[config.mk]
export PLATFORM = sky130hd
export DESIGN_NAME = deque_with_match_delete_top
export DESIGN_NICKNAME = d
export VERILOG_FILES = /design/src/hdl/deq_pkg.sv /design/src/hdl/deq_ram.sv /design/src/hdl/deq_slot.sv /design/src/hdl/deque_with_match_delete_top.sv
export SDC_FILE = /design/constraint.sdc
export NUM_CORES = 1
export LEC_CHECK = 0
export BUFFER_PORTS_ARGS = -buffer_cell sky130_fd_sc_hd__buf_2
export CAP_MARGIN = 10
export CORE_MARGIN = 2
export CORE_UTILIZATION = 50
export DETAILED_ROUTE_END_ITERATION = 16
export PLACE_DENSITY = 0.73
export SYNTH_ARGS = -nofsm -noshare
export SYNTH_HDL_FRONTEND = slang
export SYNTH_SLANG_ARGS = --single-unit
[constraint.sdc]
create_clock -name clock -period 12.4 [get_ports clock]
set_input_delay 1.86 -clock clock [delete_from_list [all_inputs] [get_ports clock]]
set_output_delay 1.86 -clock clock [all_outputs]
set_load 0.01 [all_outputs]
[src/hdl/deq_pkg.sv]
`default_nettype none
// ----------------------------------------------------------------------------
// deq_pkg: shared types and constants of the double-ended queue
// Holds the item layouts of the request and response channels, the action
// and status codes, and the default sizes of the element store.
// ----------------------------------------------------------------------------
package deq_pkg;

   // Default sizes of the element store.
   localparam int DEPTH_DEFAULT        = 16;
   localparam int ELEMENT_BITS_DEFAULT = 16;

   // Fixed widths of the item fields.
   localparam int ACTION_BITS = 3;
   localparam int VALUE_BITS  = 16;
   localparam int STATUS_BITS = 2;
   localparam int OCC_BITS    = 5;

   // Action codes.
   localparam logic [ACTION_BITS-1:0] ACT_PUSH_REAR  = 3'd0;
   localparam logic [ACTION_BITS-1:0] ACT_PUSH_FRONT = 3'd1;
   localparam logic [ACTION_BITS-1:0] ACT_POP_FRONT  = 3'd2;
   localparam logic [ACTION_BITS-1:0] ACT_POP_REAR   = 3'd3;
   localparam logic [ACTION_BITS-1:0] ACT_DEL_FIRST  = 3'd4;
   localparam logic [ACTION_BITS-1:0] ACT_DEL_ALL    = 3'd5;

   // Status codes.
   localparam logic [STATUS_BITS-1:0] ST_OK        = 2'd0;
   localparam logic [STATUS_BITS-1:0] ST_UNDERFLOW = 2'd1;
   localparam logic [STATUS_BITS-1:0] ST_OVERFLOW  = 2'd2;
   localparam logic [STATUS_BITS-1:0] ST_NOT_FOUND = 2'd3;

   // Request item.
   typedef struct packed {
      logic [ACTION_BITS-1:0] action;
      logic [VALUE_BITS-1:0]  operand_value;
   } req_item_type;

   // Response item.
   typedef struct packed {
      logic [VALUE_BITS-1:0]  popped_value;
      logic [STATUS_BITS-1:0] status;
      logic [OCC_BITS-1:0]    occupancy;
   } rsp_item_type;

endpackage
`default_nettype wire

[src/hdl/deq_ram.sv]
`default_nettype none
// ----------------------------------------------------------------------------
// deq_ram: generic simple dual-port RAM
// One write port and one read port per cycle; the read data is registered.
// ----------------------------------------------------------------------------
module deq_ram #(
   parameter int WIDTH = 16,
   parameter int DEPTH = 16
) (
   input  wire logic                     clock,
   input  wire logic                     wr_en,
   input  wire logic [$clog2(DEPTH)-1:0] wr_addr,
   input  wire logic [WIDTH-1:0]         wr_data,
   input  wire logic [$clog2(DEPTH)-1:0] rd_addr,
   output logic      [WIDTH-1:0]         rd_data
);

   logic [WIDTH-1:0] mem_ff [DEPTH];

   // Write port.
   always_ff @(posedge clock) begin
      if (wr_en) begin
         mem_ff[wr_addr] <= wr_data;
      end
   end

   // Registered read port.
   always_ff @(posedge clock) begin
      rd_data <= mem_ff[rd_addr];
   end

endmodule
`default_nettype wire

[src/hdl/deq_slot.sv]
`default_nettype none
// ----------------------------------------------------------------------------
// deq_slot: circular address unit
// Turns a position counted from the head into a store address, wrapping
// around the end of the store with one compare and subtract.
// ----------------------------------------------------------------------------
module deq_slot
   import deq_pkg::*;
#(
   parameter int DEPTH = DEPTH_DEFAULT
) (
   input  wire logic [$clog2(DEPTH)-1:0]   base,
   input  wire logic [$clog2(DEPTH+1)-1:0] offset,
   output logic      [$clog2(DEPTH)-1:0]   slot
);

   localparam int PTR_W = $clog2(DEPTH);
   localparam int CNT_W = $clog2(DEPTH + 1);
   localparam int SUM_W = CNT_W + 1;

   logic [SUM_W-1:0] sum;
   logic [SUM_W-1:0] wrapped;

   // The sum stays below twice the depth, so one subtraction wraps it.
   always_comb begin
      sum = SUM_W'(base) + SUM_W'(offset);
      if (sum >= SUM_W'(DEPTH)) begin
         wrapped = sum - SUM_W'(DEPTH);
      end else begin
         wrapped = sum;
      end
      slot = wrapped[PTR_W-1:0];
   end

endmodule
`default_nettype wire

[src/hdl/deque_with_match_delete_top.sv]
`default_nettype none
// ----------------------------------------------------------------------------
// deque_with_match_delete_top: bounded double-ended queue with match delete
// Pushes and pops at both ends, plus deletion of the first or of every
// element equal to a key, over a circular element store in RAM.
// ----------------------------------------------------------------------------
// The block takes one request item at a time and returns one response item
// for it. A push passes the dispatch and done states before the next request
// is accepted; a pop also passes a wait state, since the element comes out of
// the registered RAM read port. A push into a full deque, a pop or match
// delete on an empty one, and an ignored action code pass dispatch and done
// only. A match delete makes one pass that streams every held element
// through the key compare, one element a cycle, and writes the survivors back
// in order behind the read pointer. The store needs no clearing after reset.
// A new request is accepted while a finished response still waits on the
// output register; the next response then waits in the done state for that
// one to drain. Requests are held off during reset.
// ----------------------------------------------------------------------------
module deque_with_match_delete_top
   import deq_pkg::*;
#(
   parameter int DEPTH        = DEPTH_DEFAULT,
   parameter int ELEMENT_BITS = ELEMENT_BITS_DEFAULT
) (
   input  wire logic         clock,
   input  wire logic         reset,
   input  wire logic         req_valid,
   output logic              req_stall,
   input  wire req_item_type req_data,
   output logic              rsp_valid,
   input  wire logic         rsp_stall,
   output rsp_item_type      rsp_data
);

   localparam int PTR_W = $clog2(DEPTH);
   localparam int CNT_W = $clog2(DEPTH + 1);

   // Sequencer states.
   localparam logic [2:0] S_IDLE     = 3'd0;
   localparam logic [2:0] S_DISPATCH = 3'd1;
   localparam logic [2:0] S_POP_WAIT = 3'd2;
   localparam logic [2:0] S_SCAN     = 3'd3;
   localparam logic [2:0] S_DONE     = 3'd4;

   logic [2:0]              state_ff, state_in;
   logic [ACTION_BITS-1:0]  act_ff, act_in;
   logic [ELEMENT_BITS-1:0] key_ff, key_in;
   logic [PTR_W-1:0]        head_ff, head_in;
   logic [CNT_W-1:0]        count_ff, count_in;
   logic [PTR_W-1:0]        rd_ptr_ff, rd_ptr_in;
   logic [PTR_W-1:0]        wr_ptr_ff, wr_ptr_in;
   logic [CNT_W-1:0]        rd_left_ff, rd_left_in;
   logic [CNT_W-1:0]        kept_ff, kept_in;
   logic                    pend_ff, pend_in;
   logic                    found_ff, found_in;
   logic [VALUE_BITS-1:0]   popped_ff, popped_in;
   logic [STATUS_BITS-1:0]  status_ff, status_in;
   logic                    rsp_valid_ff, rsp_valid_in;
   rsp_item_type            rsp_data_ff, rsp_data_in;

   logic                    ram_we;
   logic [PTR_W-1:0]        ram_wa;
   logic [ELEMENT_BITS-1:0] ram_wd;
   logic [PTR_W-1:0]        ram_ra;
   logic [ELEMENT_BITS-1:0] ram_rd;

   logic [CNT_W-1:0]        slot_off;
   logic [PTR_W-1:0]        slot_addr;

   logic                          full;
   logic                          empty;
   logic                          keep;
   logic                          rsp_load;
   logic [PTR_W-1:0]              head_inc;
   logic [PTR_W-1:0]              head_dec;
   logic [PTR_W-1:0]              rd_ptr_inc;
   logic [PTR_W-1:0]              wr_ptr_inc;
   logic [ELEMENT_BITS+VALUE_BITS-1:0] key_wide;
   logic [ELEMENT_BITS+VALUE_BITS-1:0] elem_wide;
   logic [CNT_W+OCC_BITS-1:0]          count_wide;

   // Step a store address forward with wrap at the end of the store.
   function automatic logic [PTR_W-1:0] ptr_next(input logic [PTR_W-1:0] ptr);
      if (ptr == PTR_W'(DEPTH - 1)) begin
         return '0;
      end
      return ptr + 1'b1;
   endfunction

   // Element store.
   deq_ram #(
      .WIDTH (ELEMENT_BITS),
      .DEPTH (DEPTH)
   ) u_store (
      .clock   (clock),
      .wr_en   (ram_we),
      .wr_addr (ram_wa),
      .wr_data (ram_wd),
      .rd_addr (ram_ra),
      .rd_data (ram_rd)
   );

   // Address unit for positions counted from the head.
   deq_slot #(
      .DEPTH (DEPTH)
   ) u_slot (
      .base   (head_ff),
      .offset (slot_off),
      .slot   (slot_addr)
   );

   // Width adaptation between the item fields and the stored elements.
   assign key_wide   = {{ELEMENT_BITS{1'b0}}, req_data.operand_value};
   assign elem_wide  = {{VALUE_BITS{1'b0}}, ram_rd};
   assign count_wide = {{OCC_BITS{1'b0}}, count_ff};

   assign full       = (count_ff == CNT_W'(DEPTH));
   assign empty      = (count_ff == '0);
   assign head_inc   = ptr_next(head_ff);
   assign head_dec   = (head_ff == '0) ? PTR_W'(DEPTH - 1) : head_ff - 1'b1;
   assign rd_ptr_inc = ptr_next(rd_ptr_ff);
   assign wr_ptr_inc = ptr_next(wr_ptr_ff);

   // An element survives the scan unless it is the key, and once the first
   // match is gone a first-match delete keeps everything after it.
   assign keep = (ram_rd != key_ff) || ((act_ff == ACT_DEL_FIRST) && found_ff);

   // The response register takes a new item when it is empty or draining.
   assign rsp_load = (state_ff == S_DONE) && (!rsp_valid_ff || !rsp_stall);

   // Sequencer.
   always_comb begin
      state_in   = state_ff;
      act_in     = act_ff;
      key_in     = key_ff;
      head_in    = head_ff;
      count_in   = count_ff;
      rd_ptr_in  = rd_ptr_ff;
      wr_ptr_in  = wr_ptr_ff;
      rd_left_in = rd_left_ff;
      kept_in    = kept_ff;
      pend_in    = pend_ff;
      found_in   = found_ff;
      popped_in  = popped_ff;
      status_in  = status_ff;
      ram_we     = 1'b0;
      ram_wa     = wr_ptr_ff;
      ram_wd     = key_ff;
      ram_ra     = rd_ptr_ff;
      slot_off   = count_ff;

      case (state_ff)
         S_IDLE: begin
            if (req_valid) begin
               act_in   = req_data.action;
               key_in   = key_wide[ELEMENT_BITS-1:0];
               state_in = S_DISPATCH;
            end
         end

         S_DISPATCH: begin
            popped_in = '0;
            status_in = ST_OK;
            state_in  = S_DONE;
            case (act_ff)
               ACT_PUSH_REAR: begin
                  if (full) begin
                     status_in = ST_OVERFLOW;
                  end else begin
                     ram_we   = 1'b1;
                     ram_wa   = slot_addr;
                     count_in = count_ff + 1'b1;
                  end
               end
               ACT_PUSH_FRONT: begin
                  if (full) begin
                     status_in = ST_OVERFLOW;
                  end else begin
                     ram_we   = 1'b1;
                     ram_wa   = head_dec;
                     head_in  = head_dec;
                     count_in = count_ff + 1'b1;
                  end
               end
               ACT_POP_FRONT: begin
                  if (empty) begin
                     status_in = ST_UNDERFLOW;
                  end else begin
                     ram_ra   = head_ff;
                     head_in  = head_inc;
                     count_in = count_ff - 1'b1;
                     state_in = S_POP_WAIT;
                  end
               end
               ACT_POP_REAR: begin
                  if (empty) begin
                     status_in = ST_UNDERFLOW;
                  end else begin
                     slot_off = count_ff - 1'b1;
                     ram_ra   = slot_addr;
                     count_in = count_ff - 1'b1;
                     state_in = S_POP_WAIT;
                  end
               end
               ACT_DEL_FIRST, ACT_DEL_ALL: begin
                  if (empty) begin
                     status_in = ST_NOT_FOUND;
                  end else begin
                     // Issue the read of the front element and start the pass.
                     ram_ra     = head_ff;
                     rd_ptr_in  = head_inc;
                     wr_ptr_in  = head_ff;
                     rd_left_in = count_ff - 1'b1;
                     kept_in    = '0;
                     pend_in    = 1'b1;
                     found_in   = 1'b0;
                     state_in   = S_SCAN;
                  end
               end
               default: begin
               end
            endcase
         end

         S_POP_WAIT: begin
            popped_in = elem_wide[VALUE_BITS-1:0];
            state_in  = S_DONE;
         end

         S_SCAN: begin
            // Read side: one element a cycle until all have been fetched.
            if (rd_left_ff != '0) begin
               ram_ra     = rd_ptr_ff;
               rd_ptr_in  = rd_ptr_inc;
               rd_left_in = rd_left_ff - 1'b1;
               pend_in    = 1'b1;
            end else begin
               pend_in = 1'b0;
            end
            // Compare side: write survivors back behind the read pointer.
            if (pend_ff) begin
               if (keep) begin
                  ram_we    = 1'b1;
                  ram_wa    = wr_ptr_ff;
                  ram_wd    = ram_rd;
                  wr_ptr_in = wr_ptr_inc;
                  kept_in   = kept_ff + 1'b1;
               end else begin
                  found_in = 1'b1;
               end
            end else begin
               count_in  = kept_ff;
               status_in = (kept_ff == count_ff) ? ST_NOT_FOUND : ST_OK;
               state_in  = S_DONE;
            end
         end

         S_DONE: begin
            if (rsp_load) begin
               state_in = S_IDLE;
            end
         end

         default: begin
            state_in = S_IDLE;
         end
      endcase
   end

   // Response register.
   always_comb begin
      rsp_valid_in = rsp_valid_ff && rsp_stall;
      rsp_data_in  = rsp_data_ff;
      if (rsp_load) begin
         rsp_valid_in             = 1'b1;
         rsp_data_in.popped_value = popped_ff;
         rsp_data_in.status       = status_ff;
         rsp_data_in.occupancy    = count_wide[OCC_BITS-1:0];
      end
   end

   // Control registers.
   always_ff @(posedge clock) begin
      if (reset) begin
         state_ff     <= S_IDLE;
         head_ff      <= '0;
         count_ff     <= '0;
         pend_ff      <= 1'b0;
         rsp_valid_ff <= 1'b0;
      end else begin
         state_ff     <= state_in;
         head_ff      <= head_in;
         count_ff     <= count_in;
         pend_ff      <= pend_in;
         rsp_valid_ff <= rsp_valid_in;
      end
   end

   // Working and payload registers.
   always_ff @(posedge clock) begin
      act_ff      <= act_in;
      key_ff      <= key_in;
      rd_ptr_ff   <= rd_ptr_in;
      wr_ptr_ff   <= wr_ptr_in;
      rd_left_ff  <= rd_left_in;
      kept_ff     <= kept_in;
      found_ff    <= found_in;
      popped_ff   <= popped_in;
      status_ff   <= status_in;
      rsp_data_ff <= rsp_data_in;
   end

   assign req_stall = reset || (state_ff != S_IDLE);
   assign rsp_valid = rsp_valid_ff;
   assign rsp_data  = rsp_data_ff;

endmodule
`default_nettype wire
# Word-level counts from Yosys, hierarchy flattened
# Memory sizes are Yosys's and may differ from the RTL's. A register that Yosys moved wholly into a read port is not among the register bits.
# Cells that the tools add are included.
[totals]
elab_cells = 168
mem_bits_rw = 256
mem_bits_ro = 0
latch_bits = 0
regBits = 93
output_inout_bits = 25
n_memories = 1
input_bits = 23
[mem_list]
columns = ["name", "words", "width", "rd", "rd_clocked_by_memory_dff", "write_ports", "line", "rtl"]
rows = [
  ["u_store.mem_ff", 16, 16, 1, 1, 1, "deq_ram.sv:18", "logic [WIDTH-1:0] mem_ff [DEPTH];"],
]
[op_classes]
div_mod_pow = 0
n_bitwise = 0
muxes = 81
eq_ne = 28
add_sub_neg = 10
reduce_logical = 30
n_mul = 0
magnitude_cmp = 1
n_shift = 0
[op_table]
columns = ["operator", "n"]
rows = [
  ["$mux W4", 22],
  ["$mux W5", 12],
  ["$mux W16", 3],
  ["$pmux W4 S2", 5],
  ["$pmux W5 S2", 4],
  ["$pmux W16 S2", 1],
  ["$ne A2 B2 Y1 const B", 11],
  ["$mux W1", 18],
  ["$ne A16 B16 Y1", 1],
  ["$mux W3", 5],
  ["$pmux W3 S5", 1],
  ["$add A4 B1 Y4 const B", 3],
  ["$eq A3 B2 Y1 const B", 4],
  ["$eq A4 B4 Y1 const B", 3],
  ["$reduce_and A4 Y1", 3],
  ["$add A5 B1 Y5 const B", 2],
  ["$reduce_and A5 Y1", 2],
  ["$sub A5 B1 Y5 const B", 2],
  ["$eq A3 B3 Y1 const B", 3],
  ["$mux W2", 4],
  ["$sub A4 B1 Y4 const B", 2],
  ["$add A4 B5 Y6", 1],
  ["$eq A3 B1 Y1 const B", 2],
  ["$ge A6 B5 Y1 const B", 1],
  ["other kinds (20)", 35],
]

# Longest topological paths before layout
[logic_depth]
depth_word = 10
depth_mapped = 18

# Cells and area by module
# Synthesis repeated with hierarchy kept, for this count alone.
[unflattened]
cells_unflattened = 863
hier_area_um2 = 15073.2
[modules_own_cells]
columns = ["mod", "seq_area_each_um2", "n_inst", "cells_per_inst", "area_each_um2"]
rows = [
  ["deq_ram", 8007.7, 1, 432, 10043.4],
  ["deque_with_match_delete_top", 2652.5, 1, 422, 4929.7],
  ["deq_slot", 0.0, 1, 9, 100.1],
]

# Worst setup path after synthesis
# OpenSTA, ideal clock, no wires.
[synth_timing]
path_type = "flip-flop to flip-flop"
startpoint = "reg count_ff[0]"
endpoint = "mem u_store.mem_ff[8][0], enable pin"
n_path_buf = 2
path_stages_with_launch = 17
path_slack_ps = 8188
period_less_slack_ps = 4212
arrival_time_ps = 3824
required_ps = 12012
cell_sequence = "dfxtp_1 clkbuf_1 inv_1 ha_1 or4b_1 buf_2 nand2_1 nand2_1 o21ai_0 ha_1 a21o_1 a21oi_1 xnor2_1 xnor2_1 a31oi_1 or2_1 nor2_1"
[synth_between]
elab_chain_cells = 10
word_cells_on_any_way = 19
cone_classes = "add/sub: 3; order compare: 1; eq/ne: 1; mux: 13; reduce/logical: 1"
[synth_lines]
columns = ["item", "line", "rtl"]
rows = [
  ["start, declared", "deque_with_match_delete_top.sv:49", "logic [CNT_W-1:0] count_ff, count_in;"],
  ["start signal, assigned", "deque_with_match_delete_top.sv:293", "count_ff <= count_in;"],
  ["$sub A5 B1 Y5 or $logic_not A5 Y1 (tied branches)", "deque_with_match_delete_top.sv:199, deque_with_match_delete_top.sv:118", ""],
  ["$mux W5", "--", ""],
  ["$mux W5", "deque_with_match_delete_top.sv:165", "case (act_ff)"],
  ["$mux W5", "deque_with_match_delete_top.sv:152", "case (state_ff)"],
  ["$add A4 B5 Y6", "deq_slot.sv:26", "sum = SUM_W'(base) + SUM_W'(offset);"],
  ["$ge A6 B5 Y1 or $sub A4 B1 Y4 (tied branches)", "deq_slot.sv:27, deq_slot.sv:28", ""],
  ["$mux W4", "deq_slot.sv:27", "if (sum >= SUM_W'(DEPTH)) begin"],
  ["$mux W4", "deque_with_match_delete_top.sv:167", "if (full) begin"],
  ["$pmux W4 S2", "deque_with_match_delete_top.sv:165", ""],
  ["$mux W4", "--", ""],
  ["end, declared", "deq_ram.sv:18", ""],
]
# Several ways; a longest one is shown, not always the timed one.

# Final worst setup path
[layout_timing]
startpoint = "reg count_ff[0]"
endpoint = "reg u_store.rd_data[12], read port of u_store.mem_ff"
[layout_between]
elab_chain_cells = 10
word_cells_on_any_way = 13
cone_classes = "add/sub: 3; order compare: 1; mux: 8; reduce/logical: 1"
[layout_lines]
columns = ["item", "line", "rtl"]
rows = [
  ["$sub A5 B1 Y5 or $logic_not A5 Y1 (tied branches)", "deque_with_match_delete_top.sv:199, deque_with_match_delete_top.sv:118", ""],
  ["$mux W5", "--", ""],
  ["$mux W5", "deque_with_match_delete_top.sv:165", ""],
  ["$mux W5", "deque_with_match_delete_top.sv:152", ""],
  ["$add A4 B5 Y6", "deq_slot.sv:26", ""],
  ["$ge A6 B5 Y1 or $sub A4 B1 Y4 (tied branches)", "deq_slot.sv:27, deq_slot.sv:28", ""],
  ["$mux W4", "deq_slot.sv:27", ""],
  ["$mux W4", "deque_with_match_delete_top.sv:196", "if (empty) begin"],
  ["$pmux W4 S2 *", "deque_with_match_delete_top.sv:165", ""],
  ["$mux W4 *", "--", ""],
  ["end, declared", "deq_ram.sv:15", "output logic [WIDTH-1:0] rd_data"],
]
# Mark *: on every way between the ends. The rest lies on a longest branch, timed or not.
# A chain may end at the register's enable or synchronous reset.

==> impl_metrics.sql <==
INSERT INTO impl_metrics (metric_group, metric, value, unit) VALUES
('worst_hold_path', 'hp-start', 'popped_ff[11]$_SDFFCE_PN0P_', ''),
('critical_path', 'rrSetupSlack', '7560', 'ps'),
('sta', 'hold_violation_total_from_the_final_report', '0', ''),
('clock_network', 'clk_pin_slew', '60', 'ps'),
('flow_run', 'max_cap_viol_count', '0', ''),
('power_and_ir_drop', 'internal_power', '2.05', 'mW'),
('placement', 'dp.final_hpwl', '20700', 'um'),
('synth', 'synthMostInstantiatedCell', 'sky130_fd_sc_hd__edfxtp_1', ''),
('placement', 'placed_cells', '1492', ''),
('routing', 'drt_wirelength', '36200', 'um'),
('power_and_ir_drop', 'p_seq_share', '53.4', '%'),
('clock_network', 'cts_hold_buffers', '0', ''),
('clock_network', 'cts_tree', 'done', ''),
('power_and_ir_drop', 'vdd.ir_drop.worst', '0.108', 'mV'),
('run_status', 'run_status', 'complete, no violations', ''),
('placement', 'weighted_congestion_at_the_end_of_routability_driven_global_placement', '0.827', ''),
('cells_and_area', 'layout-area-overhead-vs-synth', '11.0', '%'),
('floorplan', 'floorplan.die_area', '0.0327', 'sq mm'),
('power_and_ir_drop', 'power.share.combinational', '7.1', '%'),
('routing', 'total_drc_errors_in_the_routed_layout', '0', ''),
('grt', 'grt_util_all_layers', '22.1', '%'),
('sta', 'layout_worst_path_cycle_share', '39.1', '%'),
('grt', 'met1_global_route_usage', '31.0', '%'),
('synth', 'ys_async_sr_fraction', '0', '%'),
('clock_network', 'cts.path.max_buffers', '3', ''),
('synth', 'synthesis.nets', '1143', ''),
('sta', 'final-max-slew-violation-count', '0', ''),
('worst_hold_path', 'worst_hold_path_type', 'flip-flop to flip-flop', ''),
('synth', 'netlist.area_leader.share', '64.4', '%'),
('grt', 'use_met2', '34.7', '%'),
('clock_network', 'clock_tree.htree_level_count', '2', ''),
('synth', 'post_synth_instance_area', '0.0156', 'sq mm'),
('clock_network', 'cts_buffers', '36', ''),
('critical_path', 'setup.worst_path.end_class', 'flip-flop', ''),
('routing', 'ant_nets', '0', ''),
('synth', 'synthCells', '1105', ''),
('grt', 'gr-usage-met3', '3.85', '%'),
('synth', 'netlist.top_cell.by_area', 'sky130_fd_sc_hd__edfxtp_1', ''),
('synth', 'synth_sequential_area_ratio', '68.2', '%'),
('critical_path', 'worst_ep_required_time', '12820', 'ps'),
('placement', 'portBuffers', '47', ''),
('sta', 'timing.setup.tns', '0', 'ps'),
('power_and_ir_drop', 'clock_power_share', '39.5', '%'),
('cells_and_area', 'fin_util', '56.6', '%'),
('floorplan', 'chipWidth', '181', 'um'),
('critical_path', 'crit_start', 'count_ff[0]$_SDFFE_PP0P_', ''),
('grt', 'wire_length_of_the_first_global_routing_pass', '55900', 'um'),
('routing', 'detailedRoute.firstPassIterationCount', '6', ''),
('cells_and_area', 'layout.nets', '1174', ''),
('synth', 'synthesis.area_per_instance', '14.1', 'sq um'),
('floorplan', 'design.portCount', '48', ''),
('clock_network', 'post-cts-setup-buffer-count', '0', ''),
('critical_path', 'signal_arrival_time_at_the_worst_endpoint', '5270', 'ps'),
('power_and_ir_drop', 'leakagePower', '5.95', 'nW'),
('clock_network', 'post_cts_resize_count', '0', ''),
('routing', 'dr.first_iter.drc_count', '1013', ''),
('critical_path', 'timing_worst_setup_path_type', 'flip-flop to flip-flop', ''),
('synth', 'yosysUniqueCellTypes', '61', ''),
('cells_and_area', 'drive_gt1_share', '16.8', '%'),
('critical_path', 'timing.critical_path.from_type', 'flip-flop', ''),
('power_and_ir_drop', 'power.net_switching', '0.604', 'mW'),
('grt', 'number_of_antenna_violations_at_the_first_check_in_global_routing', '0', ''),
('grt', 'grt-busiest-layer', 'met2', ''),
('sta', 'finalSetupViolCount', '0', ''),
('routing', 'vias_per_cell', '6.19', ''),
('sta', 'setup_repair_after_global_routing_missed_its_margin', 'false', ''),
('floorplan', 'placementRows', '64', ''),
('power_and_ir_drop', 'power.density_cell_area', '153', 'mW/mm^2'),
('floorplan', 'standard_cell_core_area', '0.0307', 'sq mm'),
('sta', 'worst_slew_margin_rel', '36.8', '%'),
('routing', 'detailroute.via_count', '9663', '');
path summary, 6_finish.rpt:
path | endpoint | cells past startpoint
max | u_store.rd_data[12]$_DFF_P_ | 13
max reg2reg | u_store.rd_data[12]$_DFF_P_ | 13
min reg2reg | rsp_data[18]$_DFFE_PP_ | 0
min | rsp_data[18]$_DFFE_PP_ | 0
power groups by stage:
| stage | Clock (mW) | Combinational [mW] | Sequential, mW |
|---|---|---|---|
| 2_1_floorplan | 0 | 0.146 | 1.42 |
| 3_3_place_gp | 0 | 0.182 | 1.44 |
| 3_5_place_dp | 0 | 0.187 | 1.44 |
| 4_1_cts | 1.06 | 0.188 | 1.42 |
| 5_1_grt | 1.11 | 0.207 | 1.42 |
| 6_report | 1.05 | 0.189 | 1.42 |
state kept, by name, indices dropped and copies added (netlist names), 3 cells and up, named ones only:
signal,flops
u_store.mem_ff,256
key_ff,16
rd_left_ff,5
head_ff,4
rsp_data,23
rd_ptr_ff,4
wr_ptr_ff,4
act_ff,3
count_ff,4
popped_ff,16
kept_ff,5
state_ff,3
u_store.rd_data,16
critical path: stages, from the launching register on:
cell,delay (ps)
sky130_fd_sc_hd__dfxtp_1,440
sky130_fd_sc_hd__inv_1,180
sky130_fd_sc_hd__ha_1,250
sky130_fd_sc_hd__or4b_1,620
sky130_fd_sc_hd__nand2_1,180
sky130_fd_sc_hd__xnor2_1,80
sky130_fd_sc_hd__ha_1,310
sky130_fd_sc_hd__nor2_1,70
sky130_fd_sc_hd__o21ai_4,630
sky130_fd_sc_hd__nand2_4,560
sky130_fd_sc_hd__buf_4,530
sky130_fd_sc_hd__a211oi_1,420
sky130_fd_sc_hd__nor4_1,100
sky130_fd_sc_hd__mux2_2,280
stage by stage:
| stage | hold slack (ps) | instance area, sq um | setup slack, ps |
|---|---|---|---|
| 3_3_place_gp | 400 | 16200 | 7780 |
| 5_1_grt | 419 | 17400 | 7210 |
| 2_1_floorplan | 400 | 15600 | 8190 |
| 3_5_place_dp | 405 | 16200 | 7630 |
| 4_1_cts | 415 | 17300 | 7640 |
| 6_report | 416 | 17400 | 7560 |
cell type report:
class | count | area [sq um]
Clock buffer | 52 | 1020
Multi-Input combinational cell | 646 | 4570
Fill cell | 2374 | 13300
Tap cell | 396 | 495
Inverter | 14 | 52.6
Sequential cell | 365 | 10700
Clock inverter | 14 | 120
Timing Repair Buffer | 73 | 438
layout by cell type, fill, tap and decap left out, drive strengths merged, types with 20 or more instances in the layout:
cell type  Yosys  routed
mux2          32      32
a211oi       138     138
a21oi         20      20
dfxtp         30      30
and3         130     130
edfxtp       335     335
nor4          34      34
o21ai         26      26
nand2         36      36
buf           44      72
clkbuf        36      53
xnor2         25      25
nor2          46      46
metal layers:
layer	share of wire [%]	wire length, um
met1	42	15100
met2	47	16900
met3	8.7	3140
met4	3.0	1090
met5	0	0
cell families (layout without fill, tap and decap cells):
kind of cell	count (synthesis)	in the layout	share of synthesized area, %
flip-flops	365	365	68.2
AND/OR/NAND/NOR	324	324	12.0
AO/OA/AOI/OAI	227	227	10.3
buffers and inverters	94	153	3.05
XOR/XNOR	42	42	2.35
multiplexers	38	38	2.83
adder cells (fa/ha/maj)	15	15	1.25
(Power assumes the default switching activity.)
